## config.mk

```make
export PLATFORM = sky130hd
export DESIGN_NAME = ring_histogram_bayes_filter_unit_flat
export DESIGN_NICKNAME = d
export VERILOG_FILES = /design/src/hdl/rhbf_pkg.sv /design/src/hdl/rhbf_if.sv /design/src/hdl/rhbf_csr.sv /design/src/hdl/rhbf_dp.sv /design/src/hdl/rhbf_ctrl.sv /design/src/hdl/ring_histogram_bayes_filter_unit.sv /design/src/flat_wrapper.sv
export VERILOG_INCLUDE_DIRS = /design/src /design/src/hdl
export SDC_FILE = /design/constraint.sdc
export NUM_CORES = 2
export LEC_CHECK = 0
export CORE_ASPECT_RATIO = 0.7
export CORE_MARGIN = 5
export CORE_UTILIZATION = 30
export CTS_BUF_LIST = sky130_fd_sc_hd__clkbuf_16
export DETAILED_ROUTE_END_ITERATION = 12
export DONT_BUFFER_PORTS = 1
export GPL_TIMING_DRIVEN = 0
export HOLD_SLACK_MARGIN = 0.12
export SETUP_SLACK_MARGIN = 0.2
export SKIP_LAST_GASP = 1
export SLEW_MARGIN = 20
export SYNTH_ARGS = -nofsm -noshare
export SYNTH_HDL_FRONTEND = slang
export SYNTH_SLANG_ARGS = --single-unit
```

## constraint.sdc

```tcl
create_clock -name clock -period 19 [get_ports clock]
set_clock_uncertainty 0.15 [all_clocks]
set_input_delay 3.8 -clock clock [delete_from_list [all_inputs] [get_ports clock]]
set_output_delay 3.8 -clock clock [all_outputs]
set_load 0.005 [all_outputs]
```

## src/hdl/assert_macros.svh

```systemverilog
// assertion macros shared by the rtl
`ifndef ASSERT_MACROS_SVH
`define ASSERT_MACROS_SVH

// same-cycle implication
`define RHBF_ASSERT_NOW(label, clk, rst, ante, cons) \
   label: assert property (@(posedge clk) disable iff (rst) (ante) |-> (cons)) \
      else $error("rhbf assertion failed");

// next-cycle implication
`define RHBF_ASSERT_NEXT(label, clk, rst, ante, cons) \
   label: assert property (@(posedge clk) disable iff (rst) (ante) |=> (cons)) \
      else $error("rhbf assertion failed");

`endif

```

## src/hdl/rhbf_pkg.sv

```systemverilog
// types and constants of the ring histogram filter
`timescale 1ns / 1ps
package rhbf_pkg;
   localparam int PFB        = 16;
   localparam int PROB_W     = 17;
   localparam int UN_W       = 34;
   localparam int MASK_W     = 20;
   localparam int CSR_IDX_W  = 3;
   localparam int CSR_DATA_W = 20;
   localparam logic [PROB_W-1:0] ONE = 17'h10000;

   localparam logic [CSR_IDX_W-1:0] REG_DOOR_MASK   = 3'd0;
   localparam logic [CSR_IDX_W-1:0] REG_P_ONE_STEP  = 3'd1;
   localparam logic [CSR_IDX_W-1:0] REG_P_TWO_STEP  = 3'd2;
   localparam logic [CSR_IDX_W-1:0] REG_P_SEEN_DOOR = 3'd3;
   localparam logic [CSR_IDX_W-1:0] REG_P_SEEN_WALL = 3'd4;

   typedef struct packed {
      logic [MASK_W-1:0] door_mask;
      logic [PROB_W-1:0] p1;
      logic [PROB_W-1:0] p2;
      logic [PROB_W-1:0] l_door;
      logic [PROB_W-1:0] l_wall;
   } cfg_type;

   typedef struct packed {
      logic init;
      logic latch;
      logic mul;
      logic acc;
      logic div_load;
      logic div_step;
      logic div_store;
      logic rotate;
   } cmd_type;

   typedef struct packed {
      logic sum_zero;
   } sts_type;

   function automatic logic [PROB_W-1:0] sat(input logic [PROB_W-1:0] p);
      return (p > ONE) ? ONE : p;
   endfunction
endpackage

```

## src/hdl/rhbf_if.sv

```systemverilog
// channel interfaces of the ring histogram filter
`timescale 1ns / 1ps
interface rhbf_req_if;
   logic valid;
   logic ready;
   logic req_type;
   logic motion;
   logic observation;
   modport source (output valid, req_type, motion, observation, input ready);
   modport sink (input valid, req_type, motion, observation, output ready);
endinterface

interface rhbf_rsp_if #(parameter int NUM_CELLS = 20);
   localparam int IDX_W = (NUM_CELLS > 1) ? $clog2(NUM_CELLS) : 1;
   logic              valid;
   logic              ready;
   logic [IDX_W-1:0]  cell_index;
   logic [16:0]       probability;
   logic              last_cell;
   logic              sum_was_zero;
   modport source (output valid, cell_index, probability, last_cell, sum_was_zero,
                   input ready);
   modport sink (input valid, cell_index, probability, last_cell, sum_was_zero,
                 output ready);
endinterface

interface rhbf_csr_if;
   logic        valid;
   logic        ready;
   logic [2:0]  index;
   logic [19:0] data;
   modport source (output valid, index, data, input ready);
   modport sink (input valid, index, data, output ready);
endinterface

```

## src/hdl/rhbf_csr.sv

```systemverilog
// configuration registers with saturated probability outputs
`timescale 1ns / 1ps
module rhbf_csr (
   input  logic                                clock,
   input  logic                                reset,
   input  logic                                wr_en,
   input  logic [rhbf_pkg::CSR_IDX_W-1:0]      wr_idx,
   input  logic [rhbf_pkg::CSR_DATA_W-1:0]     wr_data,
   output rhbf_pkg::cfg_type                   cfg
);
   logic [rhbf_pkg::MASK_W-1:0] mask_ff;
   logic [rhbf_pkg::PROB_W-1:0] p1_ff, p2_ff, ld_ff, lw_ff;

   always_ff @(posedge clock) begin
      if (reset) begin
         mask_ff <= 20'd148;
         p1_ff   <= 17'd45875;
         p2_ff   <= 17'd19661;
         ld_ff   <= 17'd52429;
         lw_ff   <= 17'd6554;
      end else if (wr_en) begin
         unique case (wr_idx)
            rhbf_pkg::REG_DOOR_MASK:   mask_ff <= wr_data;
            rhbf_pkg::REG_P_ONE_STEP:  p1_ff   <= wr_data[16:0];
            rhbf_pkg::REG_P_TWO_STEP:  p2_ff   <= wr_data[16:0];
            rhbf_pkg::REG_P_SEEN_DOOR: ld_ff   <= wr_data[16:0];
            rhbf_pkg::REG_P_SEEN_WALL: lw_ff   <= wr_data[16:0];
            default: ;
         endcase
      end
   end

   assign cfg.door_mask = mask_ff;
   assign cfg.p1        = rhbf_pkg::sat(p1_ff);
   assign cfg.p2        = rhbf_pkg::sat(p2_ff);
   assign cfg.l_door    = rhbf_pkg::sat(ld_ff);
   assign cfg.l_wall    = rhbf_pkg::sat(lw_ff);
endmodule

```

## src/hdl/rhbf_dp.sv

```systemverilog
// belief ring, weighting multipliers, sum and restoring divider
`timescale 1ns / 1ps
module rhbf_dp #(
   parameter int NUM_CELLS = 20
) (
   input  logic                            clock,
   input  logic                            reset,
   input  rhbf_pkg::cmd_type               cmd,
   input  rhbf_pkg::cfg_type               cfg,
   input  logic                            in_motion,
   input  logic                            in_obs,
   input  logic [((NUM_CELLS > 1) ? $clog2(NUM_CELLS) : 1)-1:0] cell_idx,
   output rhbf_pkg::sts_type               sts,
   output logic [rhbf_pkg::PROB_W-1:0]     head
);
   localparam int IDX_W = (NUM_CELLS > 1) ? $clog2(NUM_CELLS) : 1;
   localparam int SUM_W = rhbf_pkg::UN_W + IDX_W;
   localparam int ONE_I = 1 << rhbf_pkg::PFB;
   localparam logic [rhbf_pkg::PROB_W-1:0] UNIFORM =
      rhbf_pkg::PROB_W'((ONE_I + NUM_CELLS / 2) / NUM_CELLS);

   logic [rhbf_pkg::PROB_W-1:0] ring_ff [NUM_CELLS];
   logic [rhbf_pkg::UN_W-1:0]   un_ff   [NUM_CELLS];
   logic [34:0]                 m_ff;
   logic [SUM_W-1:0]            sum_ff;
   logic [SUM_W:0]              rem_ff, rem_in, rem_sh;
   logic [rhbf_pkg::PROB_W-1:0] q_ff, q_in;
   logic                        motion_ff, obs_ff;
   logic [17:0]                 pred;
   logic [rhbf_pkg::PROB_W-1:0] lik_sel, lik;
   logic [34:0]                 prod;
   logic [5:0]                  cell6;
   logic                        door;

   assign cell6   = 6'(cell_idx);
   assign door    = (cell6 < 6'(rhbf_pkg::MASK_W)) && cfg.door_mask[cell6[4:0]];
   assign lik_sel = door ? cfg.l_door : cfg.l_wall;
   assign lik     = obs_ff ? lik_sel : (rhbf_pkg::ONE - lik_sel);
   assign pred    = motion_ff ? m_ff[rhbf_pkg::PFB+17:rhbf_pkg::PFB] : 18'(ring_ff[0]);
   assign prod    = pred * lik;

   always_comb begin
      rem_sh = {rem_ff[SUM_W-1:0], 1'b0};
      rem_in = rem_ff;
      q_in   = q_ff;
      if (cmd.div_load) begin
         if ((SUM_W+1)'(un_ff[0]) >= (SUM_W+1)'(sum_ff)) begin
            rem_in = (SUM_W+1)'(un_ff[0]) - (SUM_W+1)'(sum_ff);
            q_in   = rhbf_pkg::PROB_W'(1);
         end else begin
            rem_in = (SUM_W+1)'(un_ff[0]);
            q_in   = '0;
         end
      end else if (cmd.div_step) begin
         if (rem_sh >= (SUM_W+1)'(sum_ff)) begin
            rem_in = rem_sh - (SUM_W+1)'(sum_ff);
            q_in   = {q_ff[rhbf_pkg::PROB_W-2:0], 1'b1};
         end else begin
            rem_in = rem_sh;
            q_in   = {q_ff[rhbf_pkg::PROB_W-2:0], 1'b0};
         end
      end
   end

   always_ff @(posedge clock) begin
      if (reset) begin
         for (int i = 0; i < NUM_CELLS; i++) ring_ff[i] <= UNIFORM;
      end else if (cmd.init) begin
         for (int i = 0; i < NUM_CELLS; i++) ring_ff[i] <= UNIFORM;
      end else if (cmd.acc || cmd.rotate) begin
         for (int i = 0; i < NUM_CELLS - 1; i++) ring_ff[i] <= ring_ff[i+1];
         ring_ff[NUM_CELLS-1] <= ring_ff[0];
      end else if (cmd.div_store) begin
         for (int i = 0; i < NUM_CELLS - 1; i++) ring_ff[i] <= ring_ff[i+1];
         ring_ff[NUM_CELLS-1] <= q_ff;
      end
   end

   // unnormalised line and arithmetic registers need no reset
   always_ff @(posedge clock) begin
      if (cmd.latch) begin
         motion_ff <= in_motion;
         obs_ff    <= in_obs;
         sum_ff    <= '0;
      end
      if (cmd.mul) begin
         m_ff <= 35'(cfg.p1 * ring_ff[NUM_CELLS-1]) + 35'(cfg.p2 * ring_ff[NUM_CELLS-2]);
      end
      if (cmd.acc || cmd.div_store) begin
         for (int i = 0; i < NUM_CELLS - 1; i++) un_ff[i] <= un_ff[i+1];
         un_ff[NUM_CELLS-1] <= cmd.acc ? prod[rhbf_pkg::UN_W-1:0] : un_ff[0];
      end
      if (cmd.acc) sum_ff <= sum_ff + SUM_W'(prod[rhbf_pkg::UN_W-1:0]);
      rem_ff <= rem_in;
      q_ff   <= q_in;
   end

   assign sts.sum_zero = (sum_ff == '0);
   assign head         = ring_ff[0];
endmodule

```

## src/hdl/rhbf_ctrl.sv

```systemverilog
// sequencer for initialise, predict, weight, zero check, divide and emit phases
`timescale 1ns / 1ps
module rhbf_ctrl #(
   parameter int NUM_CELLS = 20
) (
   input  logic                     clock,
   input  logic                     reset,
   input  logic                     req_valid,
   input  logic                     req_update,
   output logic                     req_ready,
   output logic                     rsp_valid,
   input  logic                     rsp_ready,
   output logic                     zero_flag,
   output logic                     last,
   output logic [((NUM_CELLS > 1) ? $clog2(NUM_CELLS) : 1)-1:0] cell_idx,
   output rhbf_pkg::cmd_type        cmd,
   input  rhbf_pkg::sts_type        sts
);
   localparam int IDX_W = (NUM_CELLS > 1) ? $clog2(NUM_CELLS) : 1;
   localparam logic [IDX_W-1:0] LAST_CELL = IDX_W'(NUM_CELLS - 1);
   localparam logic [4:0] LAST_BIT = 5'(rhbf_pkg::PFB - 1);

   localparam logic [2:0] S_IDLE   = 3'd0;
   localparam logic [2:0] S_MUL    = 3'd1;
   localparam logic [2:0] S_ACC    = 3'd2;
   localparam logic [2:0] S_CHECK  = 3'd3;
   localparam logic [2:0] S_DLOAD  = 3'd4;
   localparam logic [2:0] S_DSTEP  = 3'd5;
   localparam logic [2:0] S_DSTORE = 3'd6;
   localparam logic [2:0] S_EMIT   = 3'd7;

   logic [2:0]       state_ff, state_in;
   logic [IDX_W-1:0] cell_ff, cell_in;
   logic [4:0]       bit_ff, bit_in;
   logic             zero_ff, zero_in;

   always_comb begin
      state_in  = state_ff;
      cell_in   = cell_ff;
      bit_in    = bit_ff;
      zero_in   = zero_ff;
      cmd       = '0;
      req_ready = 1'b0;
      rsp_valid = 1'b0;
      unique case (state_ff)
         S_IDLE: begin
            req_ready = 1'b1;
            if (req_valid) begin
               cell_in = '0;
               zero_in = 1'b0;
               if (req_update) begin
                  cmd.latch = 1'b1;
                  state_in  = S_MUL;
               end else begin
                  cmd.init = 1'b1;
                  state_in = S_EMIT;
               end
            end
         end
         S_MUL: begin
            cmd.mul  = 1'b1;
            state_in = S_ACC;
         end
         S_ACC: begin
            cmd.acc = 1'b1;
            if (cell_ff == LAST_CELL) begin
               cell_in  = '0;
               state_in = S_CHECK;
            end else begin
               cell_in  = cell_ff + 1'b1;
               state_in = S_MUL;
            end
         end
         S_CHECK: begin
            if (sts.sum_zero) begin
               zero_in  = 1'b1;
               state_in = S_EMIT;
            end else begin
               state_in = S_DLOAD;
            end
         end
         S_DLOAD: begin
            cmd.div_load = 1'b1;
            bit_in       = '0;
            state_in     = S_DSTEP;
         end
         S_DSTEP: begin
            cmd.div_step = 1'b1;
            bit_in       = bit_ff + 1'b1;
            if (bit_ff == LAST_BIT) state_in = S_DSTORE;
         end
         S_DSTORE: begin
            cmd.div_store = 1'b1;
            if (cell_ff == LAST_CELL) begin
               cell_in  = '0;
               state_in = S_EMIT;
            end else begin
               cell_in  = cell_ff + 1'b1;
               state_in = S_DLOAD;
            end
         end
         S_EMIT: begin
            rsp_valid = 1'b1;
            if (rsp_ready) begin
               cmd.rotate = 1'b1;
               if (cell_ff == LAST_CELL) begin
                  cell_in  = '0;
                  state_in = S_IDLE;
               end else begin
                  cell_in = cell_ff + 1'b1;
               end
            end
         end
         default: state_in = S_IDLE;
      endcase
   end

   always_ff @(posedge clock) begin
      if (reset) begin
         state_ff <= S_IDLE;
         cell_ff  <= '0;
         bit_ff   <= '0;
         zero_ff  <= 1'b0;
      end else begin
         state_ff <= state_in;
         cell_ff  <= cell_in;
         bit_ff   <= bit_in;
         zero_ff  <= zero_in;
      end
   end

   assign zero_flag = zero_ff;
   assign last      = (cell_ff == LAST_CELL);
   assign cell_idx  = cell_ff;
endmodule

```

## src/hdl/ring_histogram_bayes_filter_unit.sv

```systemverilog
// top level of the ring histogram bayes filter
//
//  channel   role    carries
//  req_if    sink    req_type, motion, observation
//  rsp_if    source  cell_index, probability, last_cell, sum_was_zero
//  csr_if    sink    register index, write data (always ready)
//
// initialise: the uniform belief is loaded, then one result per cycle while rsp is ready
// update: predict and weight per cell (multiplier pair then weighting
//   multiplier), a zero check, then a restoring divide per cell (load,
//   quotient bit steps, store) unless the sum is zero, then NUM_CELLS transfers
// synchronous active-high reset restores uniform belief and default registers
// rsp stalls hold the emit phase; no new request is taken until the last cell
`timescale 1ns / 1ps
`include "assert_macros.svh"
module ring_histogram_bayes_filter_unit #(
   parameter int NUM_CELLS = 20
) (
   input  logic         clock,
   input  logic         reset,
   rhbf_req_if.sink     req_if,
   rhbf_rsp_if.source   rsp_if,
   rhbf_csr_if.sink     csr_if
);
   localparam int IDX_W = (NUM_CELLS > 1) ? $clog2(NUM_CELLS) : 1;

   rhbf_pkg::cfg_type           cfg;
   rhbf_pkg::cmd_type           cmd;
   rhbf_pkg::sts_type           sts;
   logic [IDX_W-1:0]            cell_idx;
   logic [rhbf_pkg::PROB_W-1:0] head;
   logic                        zero_flag, last;

   // config writes always land at once
   assign csr_if.ready = 1'b1;

   rhbf_csr u_csr (
      .clock   (clock),
      .reset   (reset),
      .wr_en   (csr_if.valid),
      .wr_idx  (csr_if.index),
      .wr_data (csr_if.data),
      .cfg     (cfg)
   );

   rhbf_ctrl #(.NUM_CELLS(NUM_CELLS)) u_ctrl (
      .clock      (clock),
      .reset      (reset),
      .req_valid  (req_if.valid),
      .req_update (req_if.req_type),
      .req_ready  (req_if.ready),
      .rsp_valid  (rsp_if.valid),
      .rsp_ready  (rsp_if.ready),
      .zero_flag  (zero_flag),
      .last       (last),
      .cell_idx   (cell_idx),
      .cmd        (cmd),
      .sts        (sts)
   );

   rhbf_dp #(.NUM_CELLS(NUM_CELLS)) u_dp (
      .clock     (clock),
      .reset     (reset),
      .cmd       (cmd),
      .cfg       (cfg),
      .in_motion (req_if.motion),
      .in_obs    (req_if.observation),
      .cell_idx  (cell_idx),
      .sts       (sts),
      .head      (head)
   );

   // results come straight off the head of the belief ring
   assign rsp_if.cell_index   = cell_idx;
   assign rsp_if.probability  = head;
   assign rsp_if.last_cell    = last;
   assign rsp_if.sum_was_zero = zero_flag;

   // one item at a time: no request while results are being shown
   `RHBF_ASSERT_NOW(a_no_overlap, clock, reset, rsp_if.valid, !req_if.ready)
   // the final cell transfer returns the block to idle
   `RHBF_ASSERT_NEXT(a_last_idle, clock, reset,
      rsp_if.valid && rsp_if.ready && rsp_if.last_cell, req_if.ready)
   // an update transfer starts work, not output
   `RHBF_ASSERT_NEXT(a_upd_busy, clock, reset,
      req_if.valid && req_if.ready && req_if.req_type, !rsp_if.valid && !req_if.ready)
   // an initialise transfer goes straight to output with a clear flag
   `RHBF_ASSERT_NEXT(a_init_emit, clock, reset,
      req_if.valid && req_if.ready && !req_if.req_type,
      rsp_if.valid && !rsp_if.sum_was_zero)
endmodule

```

## src/flat_wrapper.sv

```systemverilog
// flat-port wrapper written by rule: the top's interface ports become plain ports
module ring_histogram_bayes_filter_unit_flat 
#(
   parameter int NUM_CELLS = 20
)
  (clock, reset, req_if_valid, req_if_req_type, req_if_motion, req_if_observation, req_if_ready, rsp_if_valid, rsp_if_cell_index, rsp_if_probability, rsp_if_last_cell, rsp_if_sum_was_zero, rsp_if_ready, csr_if_valid, csr_if_index, csr_if_data, csr_if_ready);
  rhbf_req_if req_if_i ();
  rhbf_rsp_if #(.NUM_CELLS(NUM_CELLS)) rsp_if_i ();
  rhbf_csr_if csr_if_i ();
  input  logic clock;
  input  logic reset;
  input wire logic [$bits(req_if_i.valid)-1:0] req_if_valid;
  input wire logic [$bits(req_if_i.req_type)-1:0] req_if_req_type;
  input wire logic [$bits(req_if_i.motion)-1:0] req_if_motion;
  input wire logic [$bits(req_if_i.observation)-1:0] req_if_observation;
  output wire logic [$bits(req_if_i.ready)-1:0] req_if_ready;
  output wire logic [$bits(rsp_if_i.valid)-1:0] rsp_if_valid;
  output wire logic [$bits(rsp_if_i.cell_index)-1:0] rsp_if_cell_index;
  output wire logic [$bits(rsp_if_i.probability)-1:0] rsp_if_probability;
  output wire logic [$bits(rsp_if_i.last_cell)-1:0] rsp_if_last_cell;
  output wire logic [$bits(rsp_if_i.sum_was_zero)-1:0] rsp_if_sum_was_zero;
  input wire logic [$bits(rsp_if_i.ready)-1:0] rsp_if_ready;
  input wire logic [$bits(csr_if_i.valid)-1:0] csr_if_valid;
  input wire logic [$bits(csr_if_i.index)-1:0] csr_if_index;
  input wire logic [$bits(csr_if_i.data)-1:0] csr_if_data;
  output wire logic [$bits(csr_if_i.ready)-1:0] csr_if_ready;
  assign req_if_i.valid = req_if_valid;
  assign req_if_i.req_type = req_if_req_type;
  assign req_if_i.motion = req_if_motion;
  assign req_if_i.observation = req_if_observation;
  assign req_if_ready = req_if_i.ready;
  assign rsp_if_valid = rsp_if_i.valid;
  assign rsp_if_cell_index = rsp_if_i.cell_index;
  assign rsp_if_probability = rsp_if_i.probability;
  assign rsp_if_last_cell = rsp_if_i.last_cell;
  assign rsp_if_sum_was_zero = rsp_if_i.sum_was_zero;
  assign rsp_if_i.ready = rsp_if_ready;
  assign csr_if_i.valid = csr_if_valid;
  assign csr_if_i.index = csr_if_index;
  assign csr_if_i.data = csr_if_data;
  assign csr_if_ready = csr_if_i.ready;
  ring_histogram_bayes_filter_unit #(.NUM_CELLS(NUM_CELLS)) u_core (.clock(clock), .reset(reset), .req_if(req_if_i), .rsp_if(rsp_if_i), .csr_if(csr_if_i));
endmodule
```

# Word level (Yosys, flattened, before mapping)
# Memories as Yosys holds them, arrays and structs flattened.
# Cells that the tools add are included.
op_classes:
  multipliers: 3
  order_cmp: 8
  n_eq_ne: 18
  n_addsub: 7
  muxes: 126
  bitwise: 60
  n_reduce_logical: 20
op_table:
  columns: ["op", "count"]
  rows:
  - ["$mux W17", 68]
  - ["$mux W39", 6]
  - ["$gt A17 B17 Y1 const B", 4]
  - ["$mul A17 B17 Y34", 2]
  - ["$or A1 B1 Y1", 60]
  - ["$ge A40 B39 Y1", 1]
  - ["$add A39 B34 Y39", 1]
  - ["$ge A34 B39 Y1", 1]
  - ["$logic_not A39 Y1", 1]
  - ["$sub A34 B39 Y39", 1]
  - ["$sub A39 B39 Y39", 1]
  - ["$add A34 B34 Y34", 1]
  - ["$mul A18 B17 Y34", 1]
  - ["$mux W34", 1]
  - ["$mux W1", 32]
  - ["$pmux W3 S8", 1]
  - ["$mux W18", 1]
  - ["$sub A17 B17 Y17 const A", 1]
  - ["$eq A3 B3 Y1 const B", 5]
  - ["$mux W3", 5]
  - ["$mux W5", 3]
  - ["$pmux W5 S3", 1]
  - ["$eq A3 B2 Y1 const B", 4]
  - ["$add A5 B1 Y5 const B", 2]
  - ["20 further kinds", 38]
totals:
  regBits: 233
  wordCells: 259
  mem_bits_rw: 1020
  input_bits: 31
  mem_count: 2
  output_inout_bits: 27
mem_list:
  columns: ["memory", "words", "word_bits", "read_ports", "rd_ports_with_merged_regs", "wr", "line", "rtl"]
  rows:
  - ["u_core.u_dp.un_ff", 20, 34, 20, 0, 20, "rhbf_dp.sv:23", "logic [rhbf_pkg::UN_W-1:0] un_ff [NUM_CELLS];"]
  - ["u_core.u_dp.ring_ff", 20, 17, 20, 0, 20, "rhbf_dp.sv:22", "logic [rhbf_pkg::PROB_W-1:0] ring_ff [NUM_CELLS];"]

# Depth between registers and ports, before layout
logic_depth:
  depth_word: 9
  mapped_depth: 49
  mapped_depth_nobuf: 46

# By module
# Synthesis repeated with hierarchy kept, for this count alone.
hier_totals:
  hier_cells: 6585
  hier_area_um2: 78084.9
modules_own_cells:
  columns: ["module", "n_inst", "cells_each", "area_per_inst_um2"]
  rows:
  - ["rhbf_dp", 1, 6003, 73400.4]
  - ["rhbf_csr", 1, 464, 3763.6]
  - ["rhbf_ctrl", 1, 116, 909.6]
  - ["ring_histogram_bayes_filter_unit", 1, 2, 11.3]

# Worst setup path before layout
# OpenSTA, ideal clock, no wires.
synth_timing:
  kind: "register to register"
  from: "reg u_core.u_ctrl.state_ff[0]"
  to: "reg u_core.u_dp.sum_ff[0] (enable)"
  n_path_buf: 2
  setup_slack_ns: 2.596
  path_stages_with_launch: 7
  synth_period_minus_slack_ns: 16.404
  t_required_ns: 18.448
  t_arrival_ns: 15.852
  cell_sequence: "dfxtp_1 clkbuf_1 nand2b_1 inv_1 nand2_1 clkbuf_1 nand2b_1"
synth_via:
  elab_chain_cells: 3
synth_rtl:
  columns: ["element", "line", "rtl"]
  rows:
  - ["from (decl)", "rhbf_ctrl.sv:32", "logic [2:0] state_ff, state_in;"]
  - ["from (signal assigned)", "rhbf_ctrl.sv:125", "state_ff <= state_in;"]
  - ["$eq A3 B2 Y1 / $logic_not A3 Y1 (equally long branches)", "rhbf_ctrl.sv:45", "unique case (state_ff)"]
  - ["$mux W1 / $mux W2 (equally long branches)", "rhbf_ctrl.sv:45", null]
  - ["$reduce_bool A2 Y1 (no line) *", null, null]
  - ["to (signal assigned)", "rhbf_dp.sv:93", "if (cmd.acc) sum_ff <= sum_ff + SUM_W'(prod[rhbf_pkg::UN_W-1:0]);"]
  - ["to (decl)", "rhbf_dp.sv:25", "logic [SUM_W-1:0] sum_ff;"]
# Every way passes the cells marked *; elsewhere a longest branch is shown, timed or not.
# A chain may end at the register's enable or synchronous reset.

# Worst setup path after layout
layout_timing:
  from: "reg u_core.u_ctrl.cell_ff[0], in the netlist u_core.u_ctrl.cell_idx[0]"
  to: "reg u_core.u_dp.sum_ff[36], data pin"
layout_via:
  elab_chain_cells: 9
layout_rtl:
  columns: ["element", "line", "rtl"]
  rows:
  - ["from (decl)", "rhbf_ctrl.sv:33", "logic [IDX_W-1:0] cell_ff, cell_in;"]
  - ["from (signal assigned)", "rhbf_ctrl.sv:126", "cell_ff <= cell_in;"]
  - ["$bmux W1 S5", "rhbf_dp.sv:36", "assign door = (cell6 < 6'(rhbf_pkg::MASK_W)) && cfg.door_mask[cell6[4:0]];"]
  - ["$mux W1 (implied by the code)", "rhbf_dp.sv:36", null]
  - ["$logic_and A1 B1 Y1 *", "rhbf_dp.sv:36", null]
  - ["$mux W17 *", "rhbf_dp.sv:37", "assign lik_sel = door ? cfg.l_door : cfg.l_wall;"]
  - ["$sub A17 B17 Y17", "rhbf_dp.sv:38", "assign lik = obs_ff ? lik_sel : (rhbf_pkg::ONE - lik_sel);"]
  - ["$mux W17 *", "rhbf_dp.sv:38", null]
  - ["$mul A18 B17 Y34 *", "rhbf_dp.sv:40", "assign prod = pred * lik;"]
  - ["$add A39 B34 Y39 *", "rhbf_dp.sv:93", null]
  - ["$mux W39 *", "rhbf_dp.sv:93", null]
# Every way passes the cells marked *; elsewhere a longest branch is shown, timed or not. The select of a mux whose other input is x is not followed.

==> results.yml <==
cells_and_area:
  layout_common_cells: "edfxtp_1 (1,135), inv_1 (1,024), nand2_1 (881)"
  area_growth_pct: 11.0
  layout.nets: 7969
  final_area_um2: 86800
  drive_gt1_frac: 0.0621
  final_common_cell: "edfxtp_1"
clock_network:
  cts_tree: "built"
  clock_sinks: 1237
  cts_setup_buffers: 0
  cts_root_buf: "clkbuf_16"
  cts_resized: 0
  cts_max_level: 3
  ctsHoldBuffers: 0
  cts_buffers: 110
  clk_pin_slew_ns: 0.07
  clockBufferDepth: 3
  clkLatencyLatePin_ns: 0.75
routing:
  dr.pass1.iters: 8
  ant_nets: 0
  detail_route.wl_per_cell_um: 18.7
  vias: 48700
  drt_iter0_drc: 4736
  routed_wl_mm: 194
  vias_per_cell: 4.71
  drc: 0
timing:
  timing.final.ws_setup_ns: 5.15
  setup_viol: 0
  finalHoldViolations: 0
  fmax_mhz: 72.2
  period_needed_ns: 13.85
  rsz0062_at_grt: "no"
  maxSlewHeadroom: 0.0921
  worst_pin_slew_ns: 1.32
  drv_slew: 0
  fin_crit_sh: 0.729
yosys:
  syn-num-nets: 7841
  yosysSeqAreaShare: 0.462
  avgSynthCellArea_um2: 11.8
  ys_ff_latch: 1237
  synthArstFlopShare: 0
  syn-cell-area_um2: 78100
  yosysUniqueCellTypes: 91
  synth_top_flop_cell: "edfxtp_1"
  synthCells: 6646
  synth_warnings: 0
  synth_edf_count: 1135
global_route:
  grt_overflow: 0
  grt_antenna_before_repair: 19
  grt_pass1_vias: 49300
  grt_usage: 0.143
  grt_start_max_net_pins: 102
  grt_pass1_wl_mm: 299
place:
  io_buffers: 0
  gp_congestion: 0.982
  dp_hpwl_mm: 153
  dpl-instance-area_um2: 83000
  pre_cts_ws_ns: 5.39
die:
  io_pins: 58
  initial_core_util: 0.302
  die_height_um: 437
  fp.coreArea_um2: 259000
  die_w_um: 620
  rows: 156
  die-area_um2: 271000
setup_path:
  cp_max_fo: 10
  cp_slowest_stage_delay_ns: 0.89
  cp.required_ns: 19.29
  startpoint_type: "register"
  arrival_ns: 14.15
  cp-end-kind: "register"
  cpMaxStageDelayCell: "xor2_1"
  crit_type: "register to register"
status:
  status: "complete, no violations"
hold_path:
  hp-class: "register to register"
run:
  maxCapViolCount: 0
registers in the layout, indices dropped and copies added (netlist names):
register                 flops
u_core.u_dp.un_ff          680
u_core.u_dp.ring_ff        340
u_core.u_dp.rem_ff          39
u_core.u_dp.sum_ff          39
u_core.u_csr.mask_ff        20
u_core.u_dp.m_ff            18
u_core.u_csr.ld_ff          17
u_core.u_csr.lw_ff          17
u_core.u_csr.p1_ff          17
u_core.u_csr.p2_ff          17
u_core.u_dp.q_ff            17
u_core.u_ctrl.bit_ff         5
u_core.u_ctrl.cell_idx       5
u_core.u_ctrl.state_ff       3
u_core.u_ctrl.zero_flag      1
u_core.u_dp.motion_ff        1
u_core.u_dp.obs_ff           1
worst max-delay path: cells and delay by family, from the launching register on:
family	cells	cell delay, ns
AOI/OAI and AO/OA	11	3.12
and+or+nand+nor	9	2.11
buffers and inverters	10	1.90
muxes	1	0.28
adders and majority gates	9	3.94
xor gates and xnor gates	2	1.42
DFF	1	0.60
final timing paths:
path | cells after the start | slack (ns) | start | to
worst max-delay path | 42 | 5.15 | u_core.u_ctrl.cell_idx[0] | u_core.u_dp.sum_ff[36]
worst min register to register | 0 | 0.20 | u_core.u_dp.un_ff[2][72] | u_core.u_dp.un_ff[2][38]
worst min-delay path | 0 | 0.20 | u_core.u_dp.un_ff[2][72] | u_core.u_dp.un_ff[2][38]
worst max register to register | 42 | 5.15 | u_core.u_ctrl.cell_idx[0] | u_core.u_dp.sum_ff[36]
per-layer routing:
layer | up-vias | wire [um] | share of wire | global-route usage
met1 | 24600 | 92200 | 0.48 | 0.220
met4 | 8 | 4430 | 0.023 | 0.0331
met5 | - | 67 | 0.00035 | 0
li1 | 22100 | - | - | -
met2 | 1755 | 75200 | 0.39 | 0.191
met3 | 269 | 22000 | 0.11 | 0.0468
per-stage QoR:
step | cells | hold WS (ns) | TNS, ns | utilization
after floorplan | 6646 | 0.250 | 0 | -
after global placement | 10100 | 0.250 | -617.64 | 0.319
after detailed placement | 10100 | 0.255 | 0 | 0.321
after CTS | 10300 | 0.180 | 0 | 0.335
after global routing | 10300 | 0.201 | 0 | 0.335
final | 10400 | 0.197 | 0 | 0.335
layout make-up:
cell class                 count  area [um2]
antenna                       13        32.5
tap                         3476        4350
clock inverter                88         862
buffer                       276        1130
timing repair buffer          16         413
clock buffer                 112        2800
inverter                    1001        3770
fill                       25700      172000
sequential                  1237       36100
multi-input combinational   4132       37300
cell usage after synthesis (29+ instances only):
cell | instances | share of area
or2_2 | 141 | 0.011
clkbuf_1 | 222 | 0.011
dfxtp_1 | 102 | 0.026
and2_1 | 248 | 0.020
and3_1 | 29 | 0.0023
nor2_1 | 240 | 0.012
nand3_1 | 45 | 0.0029
nor2b_1 | 261 | 0.021
o21ai_0 | 75 | 0.0048
o21a_1 | 39 | 0.0037
xnor2_1 | 91 | 0.010
a21oi_1 | 204 | 0.013
ha_1 | 417 | 0.067
a21o_1 | 82 | 0.0079
nor3_1 | 48 | 0.0031
inv_1 | 1001 | 0.048
fa_1 | 747 | 0.19
nand2_1 | 882 | 0.042
mux2i_1 | 99 | 0.013
xor2_1 | 59 | 0.0066
nand4_1 | 35 | 0.0028
nand3b_1 | 39 | 0.0037
edfxtp_1 | 1135 | 0.44
logic make-up (layout without fill, tap and decap cells):
group,count (synthesis),count (layout),synth area share
other,1,14,0.0000480
buffers and inverters,1277,1493,0.0625
DFF,1237,1237,0.462
muxes,129,129,0.0171
xor gates and xnor gates,151,151,0.0171
adders and majority gates,1164,1164,0.258
AOI/OAI and AO/OA,633,633,0.0543
and+or+nand+nor,2054,2054,0.129
Power is not shown: default switching activity piles up to over one toggle a cycle in this logic, so the estimate is an artifact.
